File: src/rtl/lomba_pkg.sv
// Shared types, codes and helper functions for the linked order mover.
// No dependencies; every other file imports this package.
package lomba_pkg;

    localparam int LABEL_W       = 7;
    localparam int MAX_ITEMS_DEF = 64;
    localparam int COUNT_RESET   = 64;
    localparam int QUEUE_DEPTH   = 2;

    typedef logic [LABEL_W-1:0] label_t;
    typedef logic [1:0]         op_t;
    typedef logic [1:0]         req_code_t;

    // request codes as they arrive on the input channel
    localparam req_code_t REQ_BEFORE = 2'd0;
    localparam req_code_t REQ_AFTER  = 2'd1;
    localparam req_code_t REQ_DUMP   = 2'd2;

    // classified operations carried through the queue
    localparam op_t OP_BEFORE = 2'd0;
    localparam op_t OP_AFTER  = 2'd1;
    localparam op_t OP_DUMP   = 2'd2;
    localparam op_t OP_REJECT = 2'd3;

    localparam logic STAT_DONE   = 1'b0;
    localparam logic STAT_REJECT = 1'b1;

    typedef struct packed {
        op_t    op;
        label_t moved;
        label_t anchor;
    } queue_entry_t;

    function automatic label_t clamp_count(label_t value, label_t max_items);
        label_t res;
        if (value < LABEL_W'(2))
            res = LABEL_W'(2);
        else if (value > max_items)
            res = max_items;
        else
            res = value;
        return res;
    endfunction

    // link values of the natural order 1..cnt
    function automatic label_t reset_next(label_t lab, label_t cnt);
        label_t res;
        if (lab < cnt)
            res = lab + LABEL_W'(1);
        else
            res = '0;
        return res;
    endfunction

    function automatic label_t reset_prev(label_t lab);
        return lab - LABEL_W'(1);
    endfunction

endpackage

File: src/rtl/lomba_if.sv
// Valid/ready channel interfaces for requests and results.
// Depends on lomba_pkg for the label type.
interface lomba_req_if import lomba_pkg::*; ();
    logic      valid;
    logic      ready;
    req_code_t req_type;
    label_t    moved_item;
    label_t    anchor_item;

    modport source (output valid, output req_type, output moved_item, output anchor_item,
                    input ready);
    modport sink   (input valid, input req_type, input moved_item, input anchor_item,
                    output ready);
endinterface

interface lomba_rsp_if import lomba_pkg::*; ();
    logic   valid;
    logic   ready;
    label_t item_label;
    logic   status;
    logic   last;

    modport source (output valid, output item_label, output status, output last,
                    input ready);
    modport sink   (input valid, input item_label, input status, input last,
                    output ready);
endinterface

File: src/rtl/lomba_front.sv
// Front end: holds the item count register, accepts requests and classifies them.
// Depends on lomba_pkg and lomba_req_if.
module lomba_front import lomba_pkg::*;
#(
    parameter int MAX_ITEMS = MAX_ITEMS_DEF
)
(
    input  logic         clk,
    input  logic         rst_n,
    lomba_req_if.sink    req,
    input  logic         cfg_we,
    input  label_t       cfg_wdata,
    input  logic         q_full,
    output logic         q_push,
    output queue_entry_t q_entry,
    output label_t       item_count
);

    label_t count_reg;
    label_t count_next;
    logic   labels_ok;

    assign count_next = clamp_count(cfg_wdata, LABEL_W'(MAX_ITEMS));

    always_ff @(posedge clk or negedge rst_n)
    begin
        if (!rst_n)
            count_reg <= clamp_count(LABEL_W'(COUNT_RESET), LABEL_W'(MAX_ITEMS));
        else if (cfg_we)
            count_reg <= count_next;
    end

    assign item_count = count_reg;

    assign labels_ok = (req.moved_item != '0) && (req.anchor_item != '0) &&
                       (req.moved_item <= count_reg) && (req.anchor_item <= count_reg) &&
                       (req.moved_item != req.anchor_item);

    always_comb
    begin
        q_entry.moved  = req.moved_item;
        q_entry.anchor = req.anchor_item;
        case (req.req_type)
            REQ_BEFORE: q_entry.op = labels_ok ? OP_BEFORE : OP_REJECT;
            REQ_AFTER:  q_entry.op = labels_ok ? OP_AFTER : OP_REJECT;
            REQ_DUMP:   q_entry.op = OP_DUMP;
            default:    q_entry.op = OP_REJECT;
        endcase
    end

    assign req.ready = !q_full;
    assign q_push    = req.valid && !q_full;

endmodule

File: src/rtl/lomba_queue.sv
// Short queue of classified requests between front and back end.
// Depends on lomba_pkg for the entry type and depth.
module lomba_queue import lomba_pkg::*;
(
    input  logic         clk,
    input  logic         rst_n,
    input  logic         push,
    input  queue_entry_t push_entry,
    output logic         full,
    input  logic         pop,
    output logic         valid,
    output queue_entry_t head_entry
);

    localparam int PTR_W  = (QUEUE_DEPTH > 1) ? $clog2(QUEUE_DEPTH) : 1;
    localparam int FILL_W = $clog2(QUEUE_DEPTH + 1);

    queue_entry_t             entry_reg [QUEUE_DEPTH];
    logic [PTR_W-1:0]         wr_ptr_reg;
    logic [PTR_W-1:0]         wr_ptr_next;
    logic [PTR_W-1:0]         rd_ptr_reg;
    logic [PTR_W-1:0]         rd_ptr_next;
    logic [FILL_W-1:0]        fill_reg;
    logic [FILL_W-1:0]        fill_next;

    assign full       = (fill_reg == FILL_W'(QUEUE_DEPTH));
    assign valid      = (fill_reg != '0);
    assign head_entry = entry_reg[rd_ptr_reg];

    always_comb
    begin
        wr_ptr_next = push ? wr_ptr_reg + PTR_W'(1) : wr_ptr_reg;
        rd_ptr_next = pop ? rd_ptr_reg + PTR_W'(1) : rd_ptr_reg;
        fill_next   = fill_reg;
        if (push && !pop)
            fill_next = fill_reg + FILL_W'(1);
        else if (pop && !push)
            fill_next = fill_reg - FILL_W'(1);
    end

    always_ff @(posedge clk or negedge rst_n)
    begin
        if (!rst_n)
        begin
            wr_ptr_reg <= '0;
            rd_ptr_reg <= '0;
            fill_reg   <= '0;
        end
        else
        begin
            wr_ptr_reg <= wr_ptr_next;
            rd_ptr_reg <= rd_ptr_next;
            fill_reg   <= fill_next;
        end
    end

    always_ff @(posedge clk)
    begin
        if (push)
            entry_reg[wr_ptr_reg] <= push_entry;
    end

endmodule

File: src/rtl/lomba_back.sv
// Back end: link tables, head pointer, move sequencer, order walk and result register.
// Depends on lomba_pkg and lomba_rsp_if.
module lomba_back import lomba_pkg::*;
#(
    parameter int MAX_ITEMS = MAX_ITEMS_DEF
)
(
    input  logic         clk,
    input  logic         rst_n,
    input  logic         cfg_we,
    input  label_t       item_count,
    input  logic         q_valid,
    input  queue_entry_t q_entry,
    output logic         q_pop,
    lomba_rsp_if.source  rsp
);

    localparam int IDX_W = (MAX_ITEMS > 1) ? $clog2(MAX_ITEMS) : 1;

    localparam logic [2:0] ST_IDLE = 3'd0;
    localparam logic [2:0] ST_UNL  = 3'd1;
    localparam logic [2:0] ST_W2   = 3'd2;
    localparam logic [2:0] ST_W3   = 3'd3;
    localparam logic [2:0] ST_RES  = 3'd4;
    localparam logic [2:0] ST_DRD  = 3'd5;
    localparam logic [2:0] ST_DEM  = 3'd6;

    function automatic logic [IDX_W-1:0] to_idx(label_t lab);
        label_t t;
        t = lab - LABEL_W'(1);
        return t[IDX_W-1:0];
    endfunction

    // link tables; an entry never written since reset or a count write reads as natural order
    label_t               n_mem [MAX_ITEMS];
    label_t               p_mem [MAX_ITEMS];
    logic [MAX_ITEMS-1:0] n_vld_reg;
    logic [MAX_ITEMS-1:0] p_vld_reg;

    logic [2:0] state_reg, state_next;
    op_t        op_reg, op_next;
    label_t     x_reg, x_next;
    label_t     y_reg, y_next;
    label_t     q_reg, q_next;
    label_t     w_reg, w_next;
    label_t     k_reg, k_next;
    label_t     head_reg, head_next;

    logic   rd_en;
    label_t rd_a_lab, rd_b_lab;
    label_t rd_a_lab_reg, rd_b_lab_reg;
    label_t n_rd_a_reg, n_rd_b_reg, p_rd_a_reg, p_rd_b_reg;
    logic   nv_a_reg, nv_b_reg, pv_a_reg, pv_b_reg;
    label_t na, nb, pa, pb;

    logic   n_we, p_we;
    label_t n_wlab, p_wlab, n_wdata, p_wdata;

    logic   can_push, push, push_status, push_last, fin;
    label_t push_label;

    logic   out_valid_reg;
    label_t out_label_reg;
    logic   out_status_reg;
    logic   out_last_reg;

    // read ports: data registered
    always_ff @(posedge clk)
    begin
        if (rd_en)
        begin
            n_rd_a_reg   <= n_mem[to_idx(rd_a_lab)];
            n_rd_b_reg   <= n_mem[to_idx(rd_b_lab)];
            p_rd_a_reg   <= p_mem[to_idx(rd_a_lab)];
            p_rd_b_reg   <= p_mem[to_idx(rd_b_lab)];
            nv_a_reg     <= n_vld_reg[to_idx(rd_a_lab)];
            nv_b_reg     <= n_vld_reg[to_idx(rd_b_lab)];
            pv_a_reg     <= p_vld_reg[to_idx(rd_a_lab)];
            pv_b_reg     <= p_vld_reg[to_idx(rd_b_lab)];
            rd_a_lab_reg <= rd_a_lab;
            rd_b_lab_reg <= rd_b_lab;
        end
        if (n_we)
            n_mem[to_idx(n_wlab)] <= n_wdata;
        if (p_we)
            p_mem[to_idx(p_wlab)] <= p_wdata;
    end

    always_ff @(posedge clk or negedge rst_n)
    begin
        if (!rst_n)
        begin
            n_vld_reg <= '0;
            p_vld_reg <= '0;
        end
        else if (cfg_we)
        begin
            n_vld_reg <= '0;
            p_vld_reg <= '0;
        end
        else
        begin
            if (n_we)
                n_vld_reg[to_idx(n_wlab)] <= 1'b1;
            if (p_we)
                p_vld_reg[to_idx(p_wlab)] <= 1'b1;
        end
    end

    assign na = nv_a_reg ? n_rd_a_reg : reset_next(rd_a_lab_reg, item_count);
    assign nb = nv_b_reg ? n_rd_b_reg : reset_next(rd_b_lab_reg, item_count);
    assign pa = pv_a_reg ? p_rd_a_reg : reset_prev(rd_a_lab_reg);
    assign pb = pv_b_reg ? p_rd_b_reg : reset_prev(rd_b_lab_reg);

    assign can_push = !out_valid_reg || rsp.ready;
    assign fin      = ((k_reg + LABEL_W'(1)) == item_count) || (na == '0);

    always_comb
    begin
        state_next  = state_reg;
        op_next     = op_reg;
        x_next      = x_reg;
        y_next      = y_reg;
        q_next      = q_reg;
        w_next      = w_reg;
        k_next      = k_reg;
        head_next   = head_reg;
        rd_en       = 1'b0;
        rd_a_lab    = q_entry.moved;
        rd_b_lab    = q_entry.anchor;
        n_we        = 1'b0;
        n_wlab      = x_reg;
        n_wdata     = y_reg;
        p_we        = 1'b0;
        p_wlab      = x_reg;
        p_wdata     = y_reg;
        q_pop       = 1'b0;
        push        = 1'b0;
        push_label  = '0;
        push_status = STAT_DONE;
        push_last   = 1'b1;

        case (state_reg)
            ST_IDLE:
            begin
                if (q_valid)
                begin
                    case (q_entry.op)
                        OP_BEFORE, OP_AFTER:
                        begin
                            // fetch both links of the moved item and of the anchor
                            q_pop      = 1'b1;
                            rd_en      = 1'b1;
                            op_next    = q_entry.op;
                            x_next     = q_entry.moved;
                            y_next     = q_entry.anchor;
                            state_next = ST_UNL;
                        end
                        OP_DUMP:
                        begin
                            q_pop      = 1'b1;
                            w_next     = head_reg;
                            k_next     = '0;
                            state_next = ST_DRD;
                        end
                        default:
                        begin
                            if (can_push)
                            begin
                                q_pop       = 1'b1;
                                push        = 1'b1;
                                push_status = STAT_REJECT;
                            end
                        end
                    endcase
                end
            end
            ST_UNL:
            begin
                // unlink x: pa is its predecessor, na its successor
                if (pa != '0)
                begin
                    n_we    = 1'b1;
                    n_wlab  = pa;
                    n_wdata = na;
                end
                else
                    head_next = na;
                if (na != '0)
                begin
                    p_we    = 1'b1;
                    p_wlab  = na;
                    p_wdata = pa;
                end
                // neighbour of the anchor after the unlink, forwarded where x touched it
                if (op_reg == OP_BEFORE)
                    q_next = (y_reg == na) ? pa : pb;
                else
                    q_next = (y_reg == pa) ? na : nb;
                state_next = ST_W2;
            end
            ST_W2:
            begin
                n_we   = 1'b1;
                n_wlab = x_reg;
                p_we   = 1'b1;
                p_wlab = x_reg;
                if (op_reg == OP_BEFORE)
                begin
                    n_wdata = y_reg;
                    p_wdata = q_reg;
                end
                else
                begin
                    n_wdata = q_reg;
                    p_wdata = y_reg;
                end
                state_next = ST_W3;
            end
            ST_W3:
            begin
                if (op_reg == OP_BEFORE)
                begin
                    p_we    = 1'b1;
                    p_wlab  = y_reg;
                    p_wdata = x_reg;
                    if (q_reg != '0)
                    begin
                        n_we    = 1'b1;
                        n_wlab  = q_reg;
                        n_wdata = x_reg;
                    end
                    else
                        head_next = x_reg;
                end
                else
                begin
                    n_we    = 1'b1;
                    n_wlab  = y_reg;
                    n_wdata = x_reg;
                    if (q_reg != '0)
                    begin
                        p_we    = 1'b1;
                        p_wlab  = q_reg;
                        p_wdata = x_reg;
                    end
                end
                if (can_push)
                begin
                    push       = 1'b1;
                    state_next = ST_IDLE;
                end
                else
                    state_next = ST_RES;
            end
            ST_RES:
            begin
                if (can_push)
                begin
                    push       = 1'b1;
                    state_next = ST_IDLE;
                end
            end
            ST_DRD:
            begin
                if (w_reg == '0)
                begin
                    // empty walk: one closing item
                    if (can_push)
                    begin
                        push       = 1'b1;
                        state_next = ST_IDLE;
                    end
                end
                else
                begin
                    rd_en      = 1'b1;
                    rd_a_lab   = w_reg;
                    state_next = ST_DEM;
                end
            end
            ST_DEM:
            begin
                if (can_push)
                begin
                    push       = 1'b1;
                    push_label = w_reg;
                    push_last  = fin;
                    if (fin)
                        state_next = ST_IDLE;
                    else
                    begin
                        w_next     = na;
                        k_next     = k_reg + LABEL_W'(1);
                        state_next = ST_DRD;
                    end
                end
            end
            default:
            begin
                state_next = ST_IDLE;
            end
        endcase
    end

    always_ff @(posedge clk or negedge rst_n)
    begin
        if (!rst_n)
        begin
            state_reg <= ST_IDLE;
            head_reg  <= LABEL_W'(1);
        end
        else
        begin
            state_reg <= state_next;
            head_reg  <= cfg_we ? LABEL_W'(1) : head_next;
        end
    end

    always_ff @(posedge clk)
    begin
        op_reg <= op_next;
        x_reg  <= x_next;
        y_reg  <= y_next;
        q_reg  <= q_next;
        w_reg  <= w_next;
        k_reg  <= k_next;
    end

    // result register: frees the sequencer while the consumer stalls
    always_ff @(posedge clk or negedge rst_n)
    begin
        if (!rst_n)
            out_valid_reg <= 1'b0;
        else if (push)
            out_valid_reg <= 1'b1;
        else if (rsp.ready)
            out_valid_reg <= 1'b0;
    end

    always_ff @(posedge clk)
    begin
        if (push)
        begin
            out_label_reg  <= push_label;
            out_status_reg <= push_status;
            out_last_reg   <= push_last;
        end
    end

    assign rsp.valid      = out_valid_reg;
    assign rsp.item_label = out_label_reg;
    assign rsp.status     = out_status_reg;
    assign rsp.last       = out_last_reg;

endmodule

File: src/rtl/linked_order_move_before_after_core.sv
// Move before/after and dump engine over a doubly linked order of labelled items.
// A move reads the links of both items, unlinks the moved item, then makes two splice writes;
// a rejected request gives its result directly; a dump reads and emits its labels one at a time.
// The back end works on one request at a time and takes the next only when it has finished;
// the front end queues further requests meanwhile.
// Reset and count writes restore natural order at once through per-entry valid bits: no sweep.
module linked_order_move_before_after_core import lomba_pkg::*;
#(
    parameter int MAX_ITEMS = MAX_ITEMS_DEF
)
(
    input  logic        clk,
    input  logic        rst_n,
    lomba_req_if.sink   req,
    lomba_rsp_if.source rsp,
    input  logic        cfg_we,
    input  label_t      cfg_wdata
);

    logic         q_push;
    logic         q_full;
    logic         q_valid;
    logic         q_pop;
    queue_entry_t q_in_entry;
    queue_entry_t q_out_entry;
    label_t       item_count;

    lomba_front #(
        .MAX_ITEMS (MAX_ITEMS)
    ) u_front (
        .clk        (clk),
        .rst_n      (rst_n),
        .req        (req),
        .cfg_we     (cfg_we),
        .cfg_wdata  (cfg_wdata),
        .q_full     (q_full),
        .q_push     (q_push),
        .q_entry    (q_in_entry),
        .item_count (item_count)
    );

    lomba_queue u_queue (
        .clk        (clk),
        .rst_n      (rst_n),
        .push       (q_push),
        .push_entry (q_in_entry),
        .full       (q_full),
        .pop        (q_pop),
        .valid      (q_valid),
        .head_entry (q_out_entry)
    );

    lomba_back #(
        .MAX_ITEMS (MAX_ITEMS)
    ) u_back (
        .clk        (clk),
        .rst_n      (rst_n),
        .cfg_we     (cfg_we),
        .item_count (item_count),
        .q_valid    (q_valid),
        .q_entry    (q_out_entry),
        .q_pop      (q_pop),
        .rsp        (rsp)
    );

    a_pop_has_item: assert property (@(posedge clk) disable iff (!rst_n)
        q_pop |-> q_valid)
        else $error("back end popped an empty queue");

    a_reject_shape: assert property (@(posedge clk) disable iff (!rst_n)
        (rsp.valid && rsp.status == STAT_REJECT) |-> (rsp.item_label == '0 && rsp.last))
        else $error("rejected request result malformed");

    a_count_range: assert property (@(posedge clk) disable iff (!rst_n)
        cfg_we |=> (item_count >= LABEL_W'(2) && item_count <= LABEL_W'(MAX_ITEMS)))
        else $error("item count outside its range after a write");

endmodule

File: src/flat_wrapper.sv
// flat-port wrapper written by rule: the top's interface ports become plain ports
module linked_order_move_before_after_core_flat import lomba_pkg::*;
#(
    parameter int MAX_ITEMS = MAX_ITEMS_DEF
)
  (clk, rst_n, cfg_we, cfg_wdata, req_valid, req_req_type, req_moved_item, req_anchor_item, req_ready, rsp_valid, rsp_item_label, rsp_status, rsp_last, rsp_ready);
  lomba_req_if req_i ();
  lomba_rsp_if rsp_i ();
  input  logic clk;
  input  logic rst_n;
  input  logic cfg_we;
  input  label_t cfg_wdata;
  input wire logic [$bits(req_i.valid)-1:0] req_valid;
  input wire logic [$bits(req_i.req_type)-1:0] req_req_type;
  input wire logic [$bits(req_i.moved_item)-1:0] req_moved_item;
  input wire logic [$bits(req_i.anchor_item)-1:0] req_anchor_item;
  output wire logic [$bits(req_i.ready)-1:0] req_ready;
  output wire logic [$bits(rsp_i.valid)-1:0] rsp_valid;
  output wire logic [$bits(rsp_i.item_label)-1:0] rsp_item_label;
  output wire logic [$bits(rsp_i.status)-1:0] rsp_status;
  output wire logic [$bits(rsp_i.last)-1:0] rsp_last;
  input wire logic [$bits(rsp_i.ready)-1:0] rsp_ready;
  assign req_i.valid = req_valid;
  assign req_i.req_type = req_req_type;
  assign req_i.moved_item = req_moved_item;
  assign req_i.anchor_item = req_anchor_item;
  assign req_ready = req_i.ready;
  assign rsp_valid = rsp_i.valid;
  assign rsp_item_label = rsp_i.item_label;
  assign rsp_status = rsp_i.status;
  assign rsp_last = rsp_i.last;
  assign rsp_i.ready = rsp_ready;
  linked_order_move_before_after_core #(.MAX_ITEMS(MAX_ITEMS)) u_core (.clk(clk), .rst_n(rst_n), .req(req_i), .rsp(rsp_i), .cfg_we(cfg_we), .cfg_wdata(cfg_wdata));
endmodule
File: config.mk
export PLATFORM = sky130hd
export DESIGN_NAME = linked_order_move_before_after_core_flat
export DESIGN_NICKNAME = d
export VERILOG_FILES = /design/src/rtl/lomba_pkg.sv /design/src/rtl/lomba_if.sv /design/src/rtl/lomba_front.sv /design/src/rtl/lomba_queue.sv /design/src/rtl/lomba_back.sv /design/src/rtl/linked_order_move_before_after_core.sv /design/src/flat_wrapper.sv
export SDC_FILE = /design/constraint.sdc
export NUM_CORES = 2
export LEC_CHECK = 0
export BUFFER_PORTS_ARGS = -buffer_cell sky130_fd_sc_hd__buf_2
export CAP_MARGIN = 20
export CORE_AREA = 2 2 296 444
export CTS_CLUSTER_DIAMETER = 120
export DETAILED_ROUTE_END_ITERATION = 8
export DIE_AREA = 0 0 298 446
export SETUP_SLACK_MARGIN = 0.15
export SLEW_MARGIN = 15
export SYNTH_ARGS = -nofsm -noshare
export SYNTH_HDL_FRONTEND = slang
export SYNTH_SLANG_ARGS = --single-unit
File: constraint.sdc
create_clock -name clk -period 7.4 [get_ports clk]
set_input_delay 0 -clock clk [delete_from_list [all_inputs] [get_ports clk]]
set_output_delay 0 -clock clk [all_outputs]
set_load 0.01 [all_outputs]
==> metrics.txt <==
IO Port Bufs 38; syn_area_per_cell between 15 and 20 um^2; placed cells roughly 5,200; Synth Register Bits between 1,000 and 1,500; Slew headroom 0.254; max-slew violation count 0; Tightest Hold Check Type primary input to flip-flop; gpl congestion just over 0.9; pwr dens approximately 510 nW/um^2; initial DRC count around 3,400; HPWL after DPL approximately 110 mm; Post-synth EDFFs ~1,000; setup TNS 0 ns; Tot Pwr between 0.03 and 0.04 W; total track usage 0.261; fin crit share 0.789; delay-heaviest family, CP simple AND/OR/NAND/NOR gates; TritonRoute pass-1 iters 6; cts repair resizes 0; via/cell ratio roughly 6.4; Yosys warning count 0; Async SR Flop Fraction 0.128; Slowest-stage cell, CP nor2_1; vias in the first global route ~36,000; clock sinks 1,170; Die Ht roughly 450 um; Clock Skew 0.0454 ns; Final ANT Viol Nets 0; slowest cell delay on critical path approximately 0.7 ns; die span in x 298 um; number of remaining DRC errors 0; f_max 171 MHz; CTS buffer count approximately 110; leakage dissipation ~22 nW; Peak VDD IR around 0.58 mV; # Post-CTS Setup Buffers 0; Net Count, Synth about 3,700; TritonCTS clock tree done; Root Buffer Master clkbuf_16; outcome completed; Starting Density 0.456; Crit. End Element flip-flop; H-tree levels 3; Worst-Skew Late Latency approximately 0.76 ns; Netlist cell types 94; largest registers u_core.u_back.n_mem x448, u_core.u_back.p_mem x448; critical path buffer and inverter count 2; max cap viols 0; final core utilization 0.509; initial antenna violation count 1; Layout Nets 3,740; clk slew on worst S/H paths ~0.070 ns; Worst Path Max Fanout 14; Row Count between 150 and 200; Cells after Synth ~3,700; Layout area overhead 11.5%; Netlist Area Pre-Place 59,000 um^2; minimum clock period a little under 6 ns; Setup violations, final 0; fraction of layout cells with a size suffix above 1 0.268; IO Count 39; Crit Path Class flip-flop to flip-flop; global route total overflow 0; largest net degree at the start of global routing 95; sequence of cells on the critical path inv_1 -> ha_1 -> xnor2_1 -> o21ai_0 -> a2111o_1 -> nor3_1 -> a221o_1 -> clkinv_2 -> ha_1 -> nand2_1 -> a31oi_4 -> xnor2_1 -> o2bb2ai_2 -> nand2_1 -> nor2_1; Worst Tran Pin Value ~1.1 ns; via count approximately 35,000; die area between 100,000 and 150,000 um^2; placed cell area around 62,000 um^2; Core ar. 129,000 um^2; non-filler cells in the finished layout between 5,000 and 6,000; crit path launch type flip-flop; clk buf depth 3; Synth Flop Type edfxtp_1; final hold violations 0; Avg WL per Cell between 30 and 40 um; sequential fraction of the synthesis area 0.583; crit path DAT 6.19 ns; worst path required time 7.76 ns; Final Cell Area 65,800 um^2; RSZ-0062 raised after global routing false; first-pass GRT wire length 253 mm; final wirelength 173 mm
## Yosys cell counts (33+ instances only)
cell type / number / share of area
edfxtp_1: 1020 / 0.52
mux4_2: 576 / 0.22
nor2_1: 196 / 0.012
clkbuf_1: 180 / 0.011
a21oi_1: 161 / 0.014
mux2i_1: 152 / 0.026
dfrtp_1: 148 / 0.063
inv_1: 141 / 0.0090
a211oi_1: 116 / 0.015
nand2_1: 101 / 0.0064
nor2b_1: 70 / 0.0074
nor3_1: 68 / 0.0058
o21ai_0: 67 / 0.0057
buf_2: 54 / 0.0046
xnor2_1: 42 / 0.0062
ha_1: 36 / 0.0076
a31oi_1: 35 / 0.0037
buf_1: 34 / 0.0022
o21ai_1: 34 / 0.0029
nand3_1: 33 / 0.0028
## cell usage in the layout (no fill, tap or decap), drive strengths merged, types with 14 or more instances in the layout
| cell type | instances |
|---|---|
| o21ai | 104 |
| nor2 | 198 |
| a211oi | 116 |
| o32ai | 18 |
| or3 | 21 |
| edfxtp | 1020 |
| clkinv | 41 |
| nand2 | 104 |
| nand2b | 30 |
| ha | 36 |
| xnor2 | 43 |
| nor2b | 70 |
| o31ai | 14 |
| o21a | 15 |
| a22oi | 22 |
| mux2i | 152 |
| nand4 | 14 |
| inv | 148 |
| clkbuf | 142 |
| a21oi | 165 |
| xor2 | 29 |
| mux4 | 576 |
| o221ai | 14 |
| nand3 | 35 |
| buf | 150 |
| nor3 | 78 |
| a31oi | 39 |
| o22ai | 29 |
| bufinv | 14 |
| dfrtp | 148 |
| dlygate4sd3 | 32 |
## power breakdown
part / switching (W) / total [W] / internal, W
registers: 0.000545 / 0.00997 / 0.00942
logic: 0.0112 / 0.0179 / 0.00671
clock network: 0.00259 / 0.00595 / 0.00336
total: 0.0143 / 0.0338 / 0.0195
## metrics by stage
step                      hold slack [ns]  setup slack (ns)
after global placement              0.133              1.72
after detailed placement            0.139              1.60
after CTS                          0.0513              1.55
final                              0.0988              1.56
after floorplan                    -0.296              2.18
after global routing               0.0984              1.14
## final cells by class
type / instances / area [um^2]
fillers: 10736 / 63500
flip-flops and latches: 1170 / 34400
multi-input cells: 2066 / 23300
clock buffers: 142 / 3000
well taps: 1722 / 2150
repair buffers: 182 / 1600
clock inverters: 65 / 751
inverters: 144 / 542
diodes: 1 / 2.50
## logic make-up (layout without fill, tap and decap cells)
family                     Yosys count  count (layout)  share of synthesized area
AOI/OAI and AO/OA                  612             612                     0.0702
other                                0               1                          0
xor gates and xnor gates            72              72                     0.0111
buffers and inverters              416             533                     0.0281
muxes                              740             740                      0.248
DFF                               1170            1170                      0.583
adders and majority gates           36              36                    0.00763
and+or+nand+nor                    606             606                     0.0525
## repair_timing
item / CTS / global route
setup endpoints to repair: 0 / 0
hold endpoints to repair: 166 / 0
hold buffers: 33 / 0
## metal layers
layer,track usage,share of wire,vias up
li1,-,-,14956
met1,0.317,0.37,18712
met2,0.463,0.53,1347
met3,0.0312,0.053,341
met4,0.122,0.050,0
met5,0,0,-
## final timing paths
kind | startpoint | end | slack (ns) | cells past startpoint
max | u_core.u_back.rd_a_lab_reg[0]$_DFFE_PP_ | u_core.u_back.n_mem[37][0]$_DFFE_PP_ | 1.56 | 15
min | req_anchor_item[2] | u_core.u_queue.entry_reg[1][2]$_DFFE_PP_ | 0.1 | 2
max reg2reg | u_core.u_back.rd_a_lab_reg[0]$_DFFE_PP_ | u_core.u_back.n_mem[37][0]$_DFFE_PP_ | 1.56 | 15
min reg2reg | u_core.u_back.n_vld_reg[32]$_DFFE_PN0P_ | u_core.u_back.n_vld_reg[32]$_DFFE_PN0P_ | 0.51 | 2
max in group asynchronous | rst_n | u_core.u_back.n_vld_reg[10]$_DFFE_PN0P_ | 6.04 | 4
min in group asynchronous | rst_n | u_core.u_back.head_reg[0]$_DFFE_PN1P_ | 0.38 | 3
No activity file was read; power rests on OpenSTA's default activity.
